### src/hdl/gspf_pkg.sv
package gspf_pkg;

  // Register indexes on the configuration port
  localparam logic [2:0] CFG_DS_TO_SS_PERIOD = 3'd0;
  localparam logic [2:0] CFG_DS_PERIOD       = 3'd1;
  localparam logic [2:0] CFG_STEP_PERIOD     = 3'd2;
  localparam logic [2:0] CFG_STEPS_BEFORE_DS = 3'd3;
  localparam logic [2:0] CFG_VEL_THRESHOLD   = 3'd4;

  localparam int CFG_INDEX_W = 3;
  localparam int CFG_DATA_W  = 16;

  // Register reset values
  localparam logic [15:0] RST_DS_TO_SS_PERIOD = 16'd100;
  localparam logic [15:0] RST_DS_PERIOD       = 16'd1000;
  localparam logic [15:0] RST_STEP_PERIOD     = 16'd800;
  localparam logic [7:0]  RST_STEPS_BEFORE_DS = 8'd2;
  localparam logic [14:0] RST_VEL_THRESHOLD   = 15'd1;

  // Phase and foot codes
  localparam logic PH_DS     = 1'b0;
  localparam logic PH_SS     = 1'b1;
  localparam logic FOOT_LEFT = 1'b0;

  // Sample index that marks the flying foot as still in the air
  localparam logic [5:0] SIDX_FLYING = 6'd1;

  localparam logic [15:0] INSTANTS_MAX = 16'hFFFF;

  typedef struct packed {
    logic [31:0]        now_time;
    logic [5:0]         sample_index;
    logic [15:0]        sample_period;
    logic signed [15:0] vel_x;
    logic signed [15:0] vel_y;
    logic signed [15:0] vel_yaw;
  } in_t;

  typedef struct packed {
    logic        support_phase;
    logic        support_foot;
    logic        phase_changed;
    logic [31:0] phase_deadline;
    logic [7:0]  steps_remaining;
    logic [15:0] step_count;
    logic [15:0] instant_count;
  } out_t;

  typedef struct packed {
    logic [15:0] ds_to_ss_period;
    logic [15:0] ds_period;
    logic [15:0] step_period;
    logic [7:0]  steps_before_ds;
    logic [14:0] vel_threshold;
  } cfg_t;

  // Sequencer state other than the deadline, whose width is a parameter
  typedef struct packed {
    logic        phase;
    logic        foot;
    logic [7:0]  steps_left;
    logic [15:0] step_number;
    logic [15:0] instants;
  } ctrl_t;

  // Magnitude of a signed 16-bit velocity; the most negative value gives 32768
  function automatic logic [16:0] vel_mag(input logic signed [15:0] v);
    logic [16:0] e;
    e = {v[15], v};
    return v[15] ? (~e + 17'd1) : e;
  endfunction

endpackage

### src/hdl/gait_support_phase_fsm.sv
// Support-phase sequencer for a walking gait. Each input word is one sampling
// instant (time, sample period, sample index, velocity command); each produces
// exactly one output word with the support phase, support foot, phase deadline,
// steps left, step number and instants since the last change. One word is
// accepted every clock cycle unless out_ready stalls the output; a word passes
// through the input register, then the output register, and its whole state
// update is done between them. Configuration registers are written through
// cfg_we/cfg_index/cfg_data and should only be changed while no word is in flight.
// TIME_WIDTH sets the width of the internal time base; sums saturate at its top.
module gait_support_phase_fsm #(
  parameter int TIME_WIDTH = 32
) (
  input  logic                               clk,
  input  logic                               rst,
  input  logic                               in_valid,
  output logic                               in_ready,
  input  gspf_pkg::in_t                      in_data,
  output logic                               out_valid,
  input  logic                               out_ready,
  output gspf_pkg::out_t                     out_data,
  input  logic                               cfg_we,
  input  logic [gspf_pkg::CFG_INDEX_W-1:0]   cfg_index,
  input  logic [gspf_pkg::CFG_DATA_W-1:0]    cfg_data
);
  import gspf_pkg::*;

  cfg_t                  cfg;
  logic                  s0_valid;
  in_t                   s0_data;
  logic                  out_free;
  logic                  step_fire;
  ctrl_t                 ctrl;
  ctrl_t                 ctrl_next;
  logic [TIME_WIDTH-1:0] deadline;
  logic [TIME_WIDTH-1:0] deadline_next;
  logic                  changed;

  gspf_cfg u_cfg (
    .clk       (clk),
    .rst       (rst),
    .cfg_we    (cfg_we),
    .cfg_index (cfg_index),
    .cfg_data  (cfg_data),
    .cfg       (cfg)
  );

  gspf_next #(
    .TIME_WIDTH (TIME_WIDTH)
  ) u_next (
    .cfg           (cfg),
    .in_word       (s0_data),
    .ctrl          (ctrl),
    .deadline      (deadline),
    .ctrl_next     (ctrl_next),
    .deadline_next (deadline_next),
    .changed       (changed)
  );

  // Handshake: a word advances when the output register is empty or draining
  assign out_free  = !out_valid || out_ready;
  assign step_fire = s0_valid && out_free;
  assign in_ready  = !s0_valid || step_fire;

  // Input register
  always_ff @(posedge clk) begin
    if (rst) begin
      s0_valid <= 1'b0;
    end else if (in_ready) begin
      s0_valid <= in_valid;
    end
  end

  always_ff @(posedge clk) begin
    if (in_valid && in_ready) begin
      s0_data <= in_data;
    end
  end

  // Sequencer state, updated once per word
  always_ff @(posedge clk) begin
    if (rst) begin
      ctrl.phase       <= PH_DS;
      ctrl.foot        <= FOOT_LEFT;
      ctrl.steps_left  <= 8'd0;
      ctrl.step_number <= 16'd0;
      ctrl.instants    <= 16'd0;
      deadline         <= '0;
    end else if (step_fire) begin
      ctrl     <= ctrl_next;
      deadline <= deadline_next;
    end
  end

  // Output register
  always_ff @(posedge clk) begin
    if (rst) begin
      out_valid <= 1'b0;
    end else if (out_free) begin
      out_valid <= s0_valid;
    end
  end

  always_ff @(posedge clk) begin
    if (step_fire) begin
      out_data.support_phase   <= ctrl_next.phase;
      out_data.support_foot    <= ctrl_next.foot;
      out_data.phase_changed   <= changed;
      out_data.phase_deadline  <= 32'(deadline_next);
      out_data.steps_remaining <= ctrl_next.steps_left;
      out_data.step_count      <= ctrl_next.step_number;
      out_data.instant_count   <= ctrl_next.instants;
    end
  end

  // A change of state restarts the instant count
  a_change_clears_instants: assert property (@(posedge clk) disable iff (rst)
    step_fire && changed |=> ctrl.instants == 16'd0)
    else $error("instant count not cleared on state change");

  // Without a change, phase and foot hold
  a_no_change_holds_phase: assert property (@(posedge clk) disable iff (rst)
    step_fire && !changed |=> ctrl.phase == $past(ctrl.phase) &&
                              ctrl.foot == $past(ctrl.foot))
    else $error("phase or foot moved without a state change");

  // State moves only when a word is processed
  a_state_only_on_fire: assert property (@(posedge clk) disable iff (rst)
    !step_fire |=> $stable(deadline) && $stable(ctrl))
    else $error("state changed with no word processed");

  // A held word in the input register is not dropped
  a_input_held: assert property (@(posedge clk) disable iff (rst)
    s0_valid && !step_fire |=> s0_valid && $stable(s0_data))
    else $error("input register lost a word");

endmodule

### src/hdl/gspf_cfg.sv
module gspf_cfg (
  input  logic                               clk,
  input  logic                               rst,
  input  logic                               cfg_we,
  input  logic [gspf_pkg::CFG_INDEX_W-1:0]   cfg_index,
  input  logic [gspf_pkg::CFG_DATA_W-1:0]    cfg_data,
  output gspf_pkg::cfg_t                     cfg
);
  import gspf_pkg::*;

  // Load reset values, then take writes by index; unknown indexes are dropped
  always_ff @(posedge clk) begin
    if (rst) begin
      cfg.ds_to_ss_period <= RST_DS_TO_SS_PERIOD;
      cfg.ds_period       <= RST_DS_PERIOD;
      cfg.step_period     <= RST_STEP_PERIOD;
      cfg.steps_before_ds <= RST_STEPS_BEFORE_DS;
      cfg.vel_threshold   <= RST_VEL_THRESHOLD;
    end else if (cfg_we) begin
      case (cfg_index)
        CFG_DS_TO_SS_PERIOD: cfg.ds_to_ss_period <= cfg_data;
        CFG_DS_PERIOD:       cfg.ds_period       <= cfg_data;
        CFG_STEP_PERIOD:     cfg.step_period     <= cfg_data;
        CFG_STEPS_BEFORE_DS: cfg.steps_before_ds <= cfg_data[7:0];
        CFG_VEL_THRESHOLD:   cfg.vel_threshold   <= cfg_data[14:0];
        default: begin
        end
      endcase
    end
  end

endmodule

### src/hdl/gspf_next.sv
module gspf_next #(
  parameter int TIME_WIDTH = 32
) (
  input  gspf_pkg::cfg_t          cfg,
  input  gspf_pkg::in_t           in_word,
  input  gspf_pkg::ctrl_t         ctrl,
  input  logic [TIME_WIDTH-1:0]   deadline,
  output gspf_pkg::ctrl_t         ctrl_next,
  output logic [TIME_WIDTH-1:0]   deadline_next,
  output logic                    changed
);
  import gspf_pkg::*;

  // Two guard bits hold a sum of up to three terms
  localparam int SW = TIME_WIDTH + 2;

  function automatic logic [TIME_WIDTH-1:0] sat(input logic [SW-1:0] s);
    return (|s[SW-1:TIME_WIDTH]) ? {TIME_WIDTH{1'b1}} : s[TIME_WIDTH-1:0];
  endfunction

  logic [TIME_WIDTH-1:0] now;
  logic [SW-1:0]         now_w;
  logic [SW-1:0]         sum_ext;
  logic [SW-1:0]         sum_base;
  logic [SW-1:0]         sum_ds;
  logic [SW-1:0]         sum_step;
  logic                  ref_given;
  logic                  ext;
  logic [TIME_WIDTH-1:0] dl1;
  logic [7:0]            sl1;
  logic                  due;
  logic                  sl_zero;

  // Reduce the time stamp to the time width and form all sums in parallel
  always_comb begin
    now      = TIME_WIDTH'(in_word.now_time);
    now_w    = SW'(now);
    sum_ext  = now_w + SW'(cfg.ds_to_ss_period);
    sum_base = now_w + SW'(in_word.sample_period);
    sum_ds   = sum_base + SW'(cfg.ds_period);
    sum_step = sum_base + SW'(cfg.step_period);
  end

  // Velocity reference: any component strictly above the threshold
  assign ref_given = (vel_mag(in_word.vel_x)   > 17'(cfg.vel_threshold)) ||
                     (vel_mag(in_word.vel_y)   > 17'(cfg.vel_threshold)) ||
                     (vel_mag(in_word.vel_yaw) > 17'(cfg.vel_threshold));

  // Pull the double support deadline in when a reference appears
  always_comb begin
    ext     = ref_given && (ctrl.phase == PH_DS) && (SW'(deadline) >= sum_ext);
    dl1     = ext ? sat(sum_ext) : deadline;
    sl1     = ext ? cfg.steps_before_ds : ctrl.steps_left;
    due     = SW'(dl1) <= sum_base;
    sl_zero = (sl1 == 8'd0);
  end

  // Count instants and apply the phase transition rules once the phase is due
  always_comb begin
    ctrl_next            = ctrl;
    ctrl_next.steps_left = sl1;
    deadline_next        = dl1;
    changed              = 1'b0;
    if (ctrl.instants != INSTANTS_MAX) begin
      ctrl_next.instants = ctrl.instants + 16'd1;
    end
    if (due) begin
      if ((ctrl.phase == PH_SS) && !ref_given && sl_zero) begin
        ctrl_next.phase = PH_DS;
        deadline_next   = sat(sum_ds);
        changed         = 1'b1;
      end else if ((ctrl.phase == PH_DS) && (ref_given || !sl_zero)) begin
        ctrl_next.phase      = PH_SS;
        deadline_next        = sat(sum_step);
        ctrl_next.steps_left = cfg.steps_before_ds;
        changed              = 1'b1;
      end else if (((ctrl.phase == PH_SS) && !sl_zero) || (sl_zero && ref_given)) begin
        ctrl_next.foot = ~ctrl.foot;
        deadline_next  = sat(sum_step);
        if (in_word.sample_index != SIDX_FLYING) begin
          ctrl_next.step_number = ctrl.step_number + 16'd1;
        end
        if (ref_given) begin
          ctrl_next.steps_left = cfg.steps_before_ds;
        end else if (!sl_zero) begin
          ctrl_next.steps_left = sl1 - 8'd1;
        end
        changed = 1'b1;
      end
      if (changed) begin
        ctrl_next.instants = 16'd0;
      end
    end
  end

endmodule
### config.mk
export PLATFORM = sky130hd
export DESIGN_NAME = gait_support_phase_fsm
export DESIGN_NICKNAME = d
export VERILOG_FILES = /design/src/hdl/gspf_pkg.sv /design/src/hdl/gait_support_phase_fsm.sv /design/src/hdl/gspf_cfg.sv /design/src/hdl/gspf_next.sv
export SDC_FILE = /design/constraint.sdc
export NUM_CORES = 1
export LEC_CHECK = 0
export BUFFER_PORTS_ARGS = -buffer_cell sky130_fd_sc_hd__buf_2
export CORE_MARGIN = 3
export CORE_UTILIZATION = 46
export CTS_BUF_LIST = sky130_fd_sc_hd__clkbuf_4
export DETAILED_ROUTE_END_ITERATION = 10
export GPL_ROUTABILITY_DRIVEN = 0
export GPL_TIMING_DRIVEN = 0
export SYNTH_ARGS = -nofsm -noshare
export SYNTH_HDL_FRONTEND = slang
export SYNTH_SLANG_ARGS = --single-unit
### constraint.sdc
create_clock -name clk -period 15.5 [get_ports clk]
set_clock_uncertainty 0.2 [all_clocks]
set_input_delay 2.325 -clock clk [delete_from_list [all_inputs] [get_ports clk]]
set_output_delay 2.325 -clock clk [all_outputs]
set_load 0.02 [all_outputs]
==> run summary, run 1 <==
Area leader, netlist: edfxtp_1
Port Buf Inserts: 202
P_leak: 9.82 nW
First-pass GRT wire length: 102000 um
Via count: 19121
Flip-flop and latch area: 8260 um2
Layout cells sized above 1: 15.7%
Clk sinks: 324
P_int: 0.00165 W
Chip Width: 220 um
Drt via density: 5.79
Synth cell types: 89
Worst path most repeated cell: ha_1
Largest net degree at the start of global routing: 67
Most common library cells after synthesis: 347 x nand2_1, 221 x a21oi_1, 179 x ha_1
Total GRT Usage: 27.5%
Combinational fraction of design power: 27.4%
Fmax: 88.7 MHz
Top cells by area, synth: edfxtp_1 25%, dfxtp_1 14%, ha_1 11%
Avg Cell Area, Syn: 9.03 um2
Synthesis-to-layout area growth: 14.4%
Setup violations, final: 0
Chip height: 220 um
Sw frac: 34.1%
GRT overflow: 0
H-tree depth: 3
Number of global-route vias before repair: 18265
WP data arrival: 11.66 ns
CTS buffer count: 90
Area taken by multi-input logic gates: 12100 um2
Most common cell in the netlist: nand2_1
Min Tclk post-route: 11.28 ns
CP Capture Type: flop
Initial Utilization: 47.1%
WP data required: 15.89 ns
Initial antenna violation count: 1
Slew headroom: 21.9%
Setup Fix Bufs, Post-CTS: 0
Final Net Count: 2945
Final setup TNS: 0 ns
CP Max Fanout: 10
Hold Violations, Final: 0
Tcrit/Tclk final: 72.7%
# fillers: 4240
PostCTS Resize Cnt: 0
Die Area: 48500 um2
Clock Latency Late Sink: 0.88 ns
Max clock buf depth: 3
Synth async-reset ratio: 0%
Synth top area share: 25.2%
Worst vdd ir: 65.4 uV
Post-synth EDFFs: 177
DRT iter0 DRCs: 1588
Slew Limit Fails: 0
Register area share after synthesis: 39.1%
Predominant post-synthesis flop cell: edfxtp_1
Rows: 77
Final core occ: 53.9%
Post-Synthesis Cells: 2339
CP max-delay cell: nor2_1
Clock share of power: 32.7%
DPL Wire Length: 52700 um
Crit Path Category: reg -> reg
Clock transition at path regs: 0.07 ns
Max-cap viol count: 0
CTS root buf: clkbuf_4
Sw power: 0.000853 W
Syn Nets: 2648
RSZ-0062 raised after global routing: no
Power density over the cells: 103 nW/um2
Cell area after layout: 24200 um2
Outcome: completed
FF+latch count, synth: 324
Tightest Pin Transition: 1.16 ns
Core Region: 44800 um2
1st-pass router iterations: 7
Worst min path class: reg -> reg
Register share of total power: 40.0%
CP startpoint kind: flop
Wirelength per Cell: 20.4 um
Post-route DRC: 0
WL final: 67500 um
DP Area: 22900 um2
Io pins: 203
CTS tree: built
Synthesized area: 21100 um2
Post-DRT Antenna Nets: 0
Yosys warns: 0
Hold bufs inserted after CTS: 0
CP peak stage delay: 0.80 ns
## through the flow
step / total power, W / worst slack [ns] / hold slack (ns) / instances
6_report: 0.00250 / 4.22 / 0.254 / 3303
5_1_grt: 0.00264 / 3.92 / 0.276 / 3302
4_1_cts: 0.00251 / 4.49 / 0.257 / 3301
3_5_place_dp: 0.00168 / 4.52 / 0.249 / 3136
3_3_place_gp: 0.00167 / 4.52 / 0.246 / 3133
2_1_floorplan: 0.00146 / 7.52 / 0.236 / 2339
## critical path, delay by kind of cell, from the launching register on
family | cells | cell delay, ns
AO/OA/AOI/OAI | 11 | 3.52
XOR/XNOR | 1 | 0.19
adder cells (fa/ha/maj) | 4 | 1.29
buffers and inverters | 5 | 1.37
flip-flops | 1 | 0.43
multiplexers | 1 | 0.28
AND/OR/NAND/NOR | 11 | 3.70
## routing by layer
layer / track usage [%] / wire length (um) / part of all wire (%) / up-vias
met1: 36.7 / 29200 / 43 / 8935
met5: 0 / 0 / 0 / -
met3: 4.63 / 5330 / 7.9 / 175
li1: - / - / - / 9176
met2: 43.4 / 29800 / 44 / 835
met4: 13.4 / 3160 / 4.7 / 0
## path summary, 6_finish.rpt
check	startpoint	end	slack (ns)	cells past startpoint
worst min-delay path	u_cfg.cfg[2]	u_cfg.cfg[2]	0.25	2
worst min register to register	u_cfg.cfg[2]	u_cfg.cfg[2]	0.25	2
worst max-delay path	s0_data[70]	out_data[57]	4.22	33
worst max register to register	s0_data[70]	out_data[57]	4.22	33
## flip-flops by register name, indices dropped and copies added (netlist names)
name	flops
ctrl	42
deadline	32
out_data	75
out_valid	1
s0_data	102
s0_valid	1
u_cfg.cfg	71
## final cells by class
class,instances,share of cell area [%]
Antenna cell,2,0.0207
Buffer,95,1.71
Clock buffer,142,4.41
Clock inverter,23,0.575
Inverter,99,1.54
Multi-Input combinational cell,1821,50.0
Sequential cell,324,34.2
Tap cell,592,3.07
Timing Repair Buffer,205,4.46
## cells in the final DEF (no fill, tap or decap), drive strengths merged, types with 24 or more instances in the layout
master  instances
nand4          47
dfxtp         147
xor2           63
inv           101
edfxtp        177
buf           232
nand3          48
nor3           40
o21ai         106
clkbuf        210
a21o           61
xnor2         116
nor2          154
ha            179
nand2         347
a21oi         221
a211oi         24
o21a           25
## power groups by stage
stage	clock network, W	logic [W]	registers, W
finish	0.000816	0.000684	0.000998
global route	0.000894	0.000743	0.00100
CTS	0.000839	0.000670	0.000998
detailed placement	0	0.000666	0.00102
global placement	0	0.000651	0.00102
floorplan	0	0.000432	0.00103
## kinds of logic (layout without fill, tap and decap cells)
group / count (synthesis) / count (layout) / synth area share (%)
flip-flops: 324 / 324 / 39.1
AO/OA/AOI/OAI: 611 / 611 / 18.5
adder cells (fa/ha/maj): 183 / 183 / 11.0
buffers and inverters: 194 / 564 / 3.71
AND/OR/NAND/NOR: 821 / 821 / 18.9
other: 0 / 2 / 0
multiplexers: 27 / 27 / 1.37
XOR/XNOR: 179 / 179 / 7.42
Note: power is estimated with default switching activity, not from simulation.
==> inputs of run 2 (changes only) <==
Settings changed: PLACE_DENSITY set to 0.67.
Clock period 15.5 ns to 9 ns, I/O delays scaled along.
==> run summary, run 2 (synthesis gave the netlist of run 1 again) <==
Top flop regs: s0_data: 102 flops, out_data: 75 flops, u_cfg.cfg: 71 flops
Cell area after layout: 24600 um2 (+1.9%)
Chip Width: 220 um (unchanged)
Routed wl met2: 30100 um (+1.1%)
Largest net degree at the start of global routing: 71 (+6.0%)
Setup violations, final: 0 (unchanged)
# fillers: 4058 (-4.3%)
Slew Limit Fails: 0 (unchanged)
CP max-delay cell: or4_4
Power density over the cells: 177 nW/um2 (+71%)
Dpl ws: -1.78 ns (-6.30 ns)
Tightest Pin Transition: 0.967 ns (-0.197 ns)
Routed wl met3: 5950 um (+12%)
P_leak: 10.0 nW (+1.9%)
WP data arrival: 9.17 ns (-2.49 ns)
Max clock buf depth: 3 (unchanged)
DPL Wire Length: 52000 um (-1.4%)
Most common library cell in the layout ignoring fill and taps: nand2_1
DP Area: 22900 um2 (unchanged)
Rows: 77 (unchanged)
First-pass GRT wire length: 102000 um (+0.39%)
Clk sinks: 324 (unchanged)
Core Region: 44800 um2 (unchanged)
Post-route DRC: 0 (unchanged)
CTS tree: built
Hold bufs inserted after CTS: 0 (unchanged)
Hold Violations, Final: 0 (unchanged)
Initial antenna violation count: 1 (unchanged)
Min Tclk post-route: 8.67 ns (-2.61 ns)
Layout cells sized above 1: 17.8% (+2.2 points)
Port Buf Inserts: 202 (unchanged)
CTS buffer count: 87 (-3.3%)
CP peak stage delay: 0.47 ns (-0.33 ns)
Top routing layer in use: met4
Final Net Count: 2961 (+0.54%)
Post-DRT Antenna Nets: 0 (unchanged)
Largest register FFs: 102 (unchanged)
Total GRT Usage: 27.3% (-0.13 points)
Wl on met1: 27800 um (-4.7%)
Commonest non-fill, non-tap cells in the layout: 345 x nand2_1, 219 x a21oi_1, 217 x buf_2
Max-cap viol count: 0 (unchanged)
Worst vdd ir: 105 uV (+60%)
Chip height: 220 um (unchanged)
Die Area: 48500 um2 (unchanged)
Clock Latency Late Sink: 0.86 ns (-0.02 ns)
Fin Hold WS: 0.256 ns (+0.00160 ns)
WL final: 67500 um (about the same)
Top reg by flops: s0_data
Tcrit/Tclk final: 96.3% (+24 points)
Crit Path Category: reg -> reg
Worst min path class: reg -> reg
CTS root buf: clkbuf_4
CP startpoint kind: flop
RSZ-0062 raised after global routing: no
Slew headroom: 35.5% (+14 points)
1st-pass router iterations: 7 (unchanged)
Outcome: completed
Worst path most repeated cell: buf_6
Drt via density: 5.90 (+1.9%)
Synthesis-to-layout area growth: 16.5%
Slack of the critical path: 0.334 ns (-3.89 ns)
Initial Utilization: 47.1% (unchanged)
Via count: 19566 (+2.3%)
GRT overflow: 0 (unchanged)
Fmax: 115 MHz (+30%)
Wirelength per Cell: 20.4 um (-0.38%)
WP data required: 9.51 ns (-6.38 ns)
CP Capture Type: flop
CP Max Fanout: 10 (unchanged)
Number of global-route vias before repair: 18926 (+3.6%)
DRT iter0 DRCs: 1662 (+4.7%)
Clock transition at path regs: 0.07 ns (about the same)
Io pins: 203 (unchanged)
H-tree depth: 3 (unchanged)
run 2: cell types whose count changed in the layout (fill, tap and decap cells not counted), sizes merged:
cell,previous run,this run
diode,2,1
nand2,347,348
clkinv,18,20
buf,232,252
inv,101,100
bufinv,1,3
clkbuf,210,201
clkinvlp,2,1
run 2: area by class of cell:
class / instances / area [um2] / area share [%]
multi-input combinational: 1822 / 12400 / 50.2
sequential: 324 / 8260 / 33.6
timing repair buffer: 225 / 1230 / 5.01
clock buffer: 135 / 1010 / 4.12
tap: 592 / 741 / 3.01
buffer: 93 / 444 / 1.80
inverter: 99 / 374 / 1.52
clock inverter: 25 / 190 / 0.773
antenna: 1 / 2.50 / 0.0102
run 2: timing repair:
action | in CTS | in global routing
setup endpoints to repair | 149 | 149
pin swaps | 6 | 9
buffers inserted | 12 | 8
cloned | 0 | 1
gates resized for setup | 40 | 39
run 2: worst paths after layout:
path	start	endpoint	slack, ns	depth (start not counted)
max	s0_data[70]	deadline[13]	0.33	34
min	u_cfg.cfg[3]	u_cfg.cfg[3]	0.26	2
max reg2reg	s0_data[70]	deadline[13]	0.33	34
min reg2reg	u_cfg.cfg[3]	u_cfg.cfg[3]	0.26	2
run 2: routing by layer:
metal	track usage [%]	up-vias
li1	-	9224
met1	35.1	9168
met2	43.6	933
met3	5.16	241
met4	15.0	0
met5	0	-
run 2: power breakdown:
part           leakage [nW]  internal [W]  switching [W]
registers              2.88       0.00166      0.0000584
clock network         0.710      0.000770       0.000651
logic                  6.42      0.000447       0.000767
total                  10.0       0.00288        0.00148
run 2: metrics by stage:
step / utilization, % / instances / power (W) / setup TNS (ns)
2_1_floorplan: - / 2339 / 0.00251 / 0
3_3_place_gp: 51.1 / 3133 / 0.00286 / -199.21
3_5_place_dp: 51.2 / 3136 / 0.00289 / -202.72
4_1_cts: 54.5 / 3308 / 0.00434 / 0
5_1_grt: 54.9 / 3316 / 0.00458 / 0
6_report: 54.9 / 3316 / 0.00435 / 0
run 2: critical path: cells and delay by family, from the launching register on:
kind | cells | cell delay, ns
buffers and inverters | 6 | 1.16
XOR/XNOR | 1 | 0.19
adder cells (fa/ha/maj) | 4 | 1.26
flip-flops | 1 | 0.43
AO/OA/AOI/OAI | 14 | 3.02
multiplexers | 1 | 0.28
AND/OR/NAND/NOR | 8 | 1.98
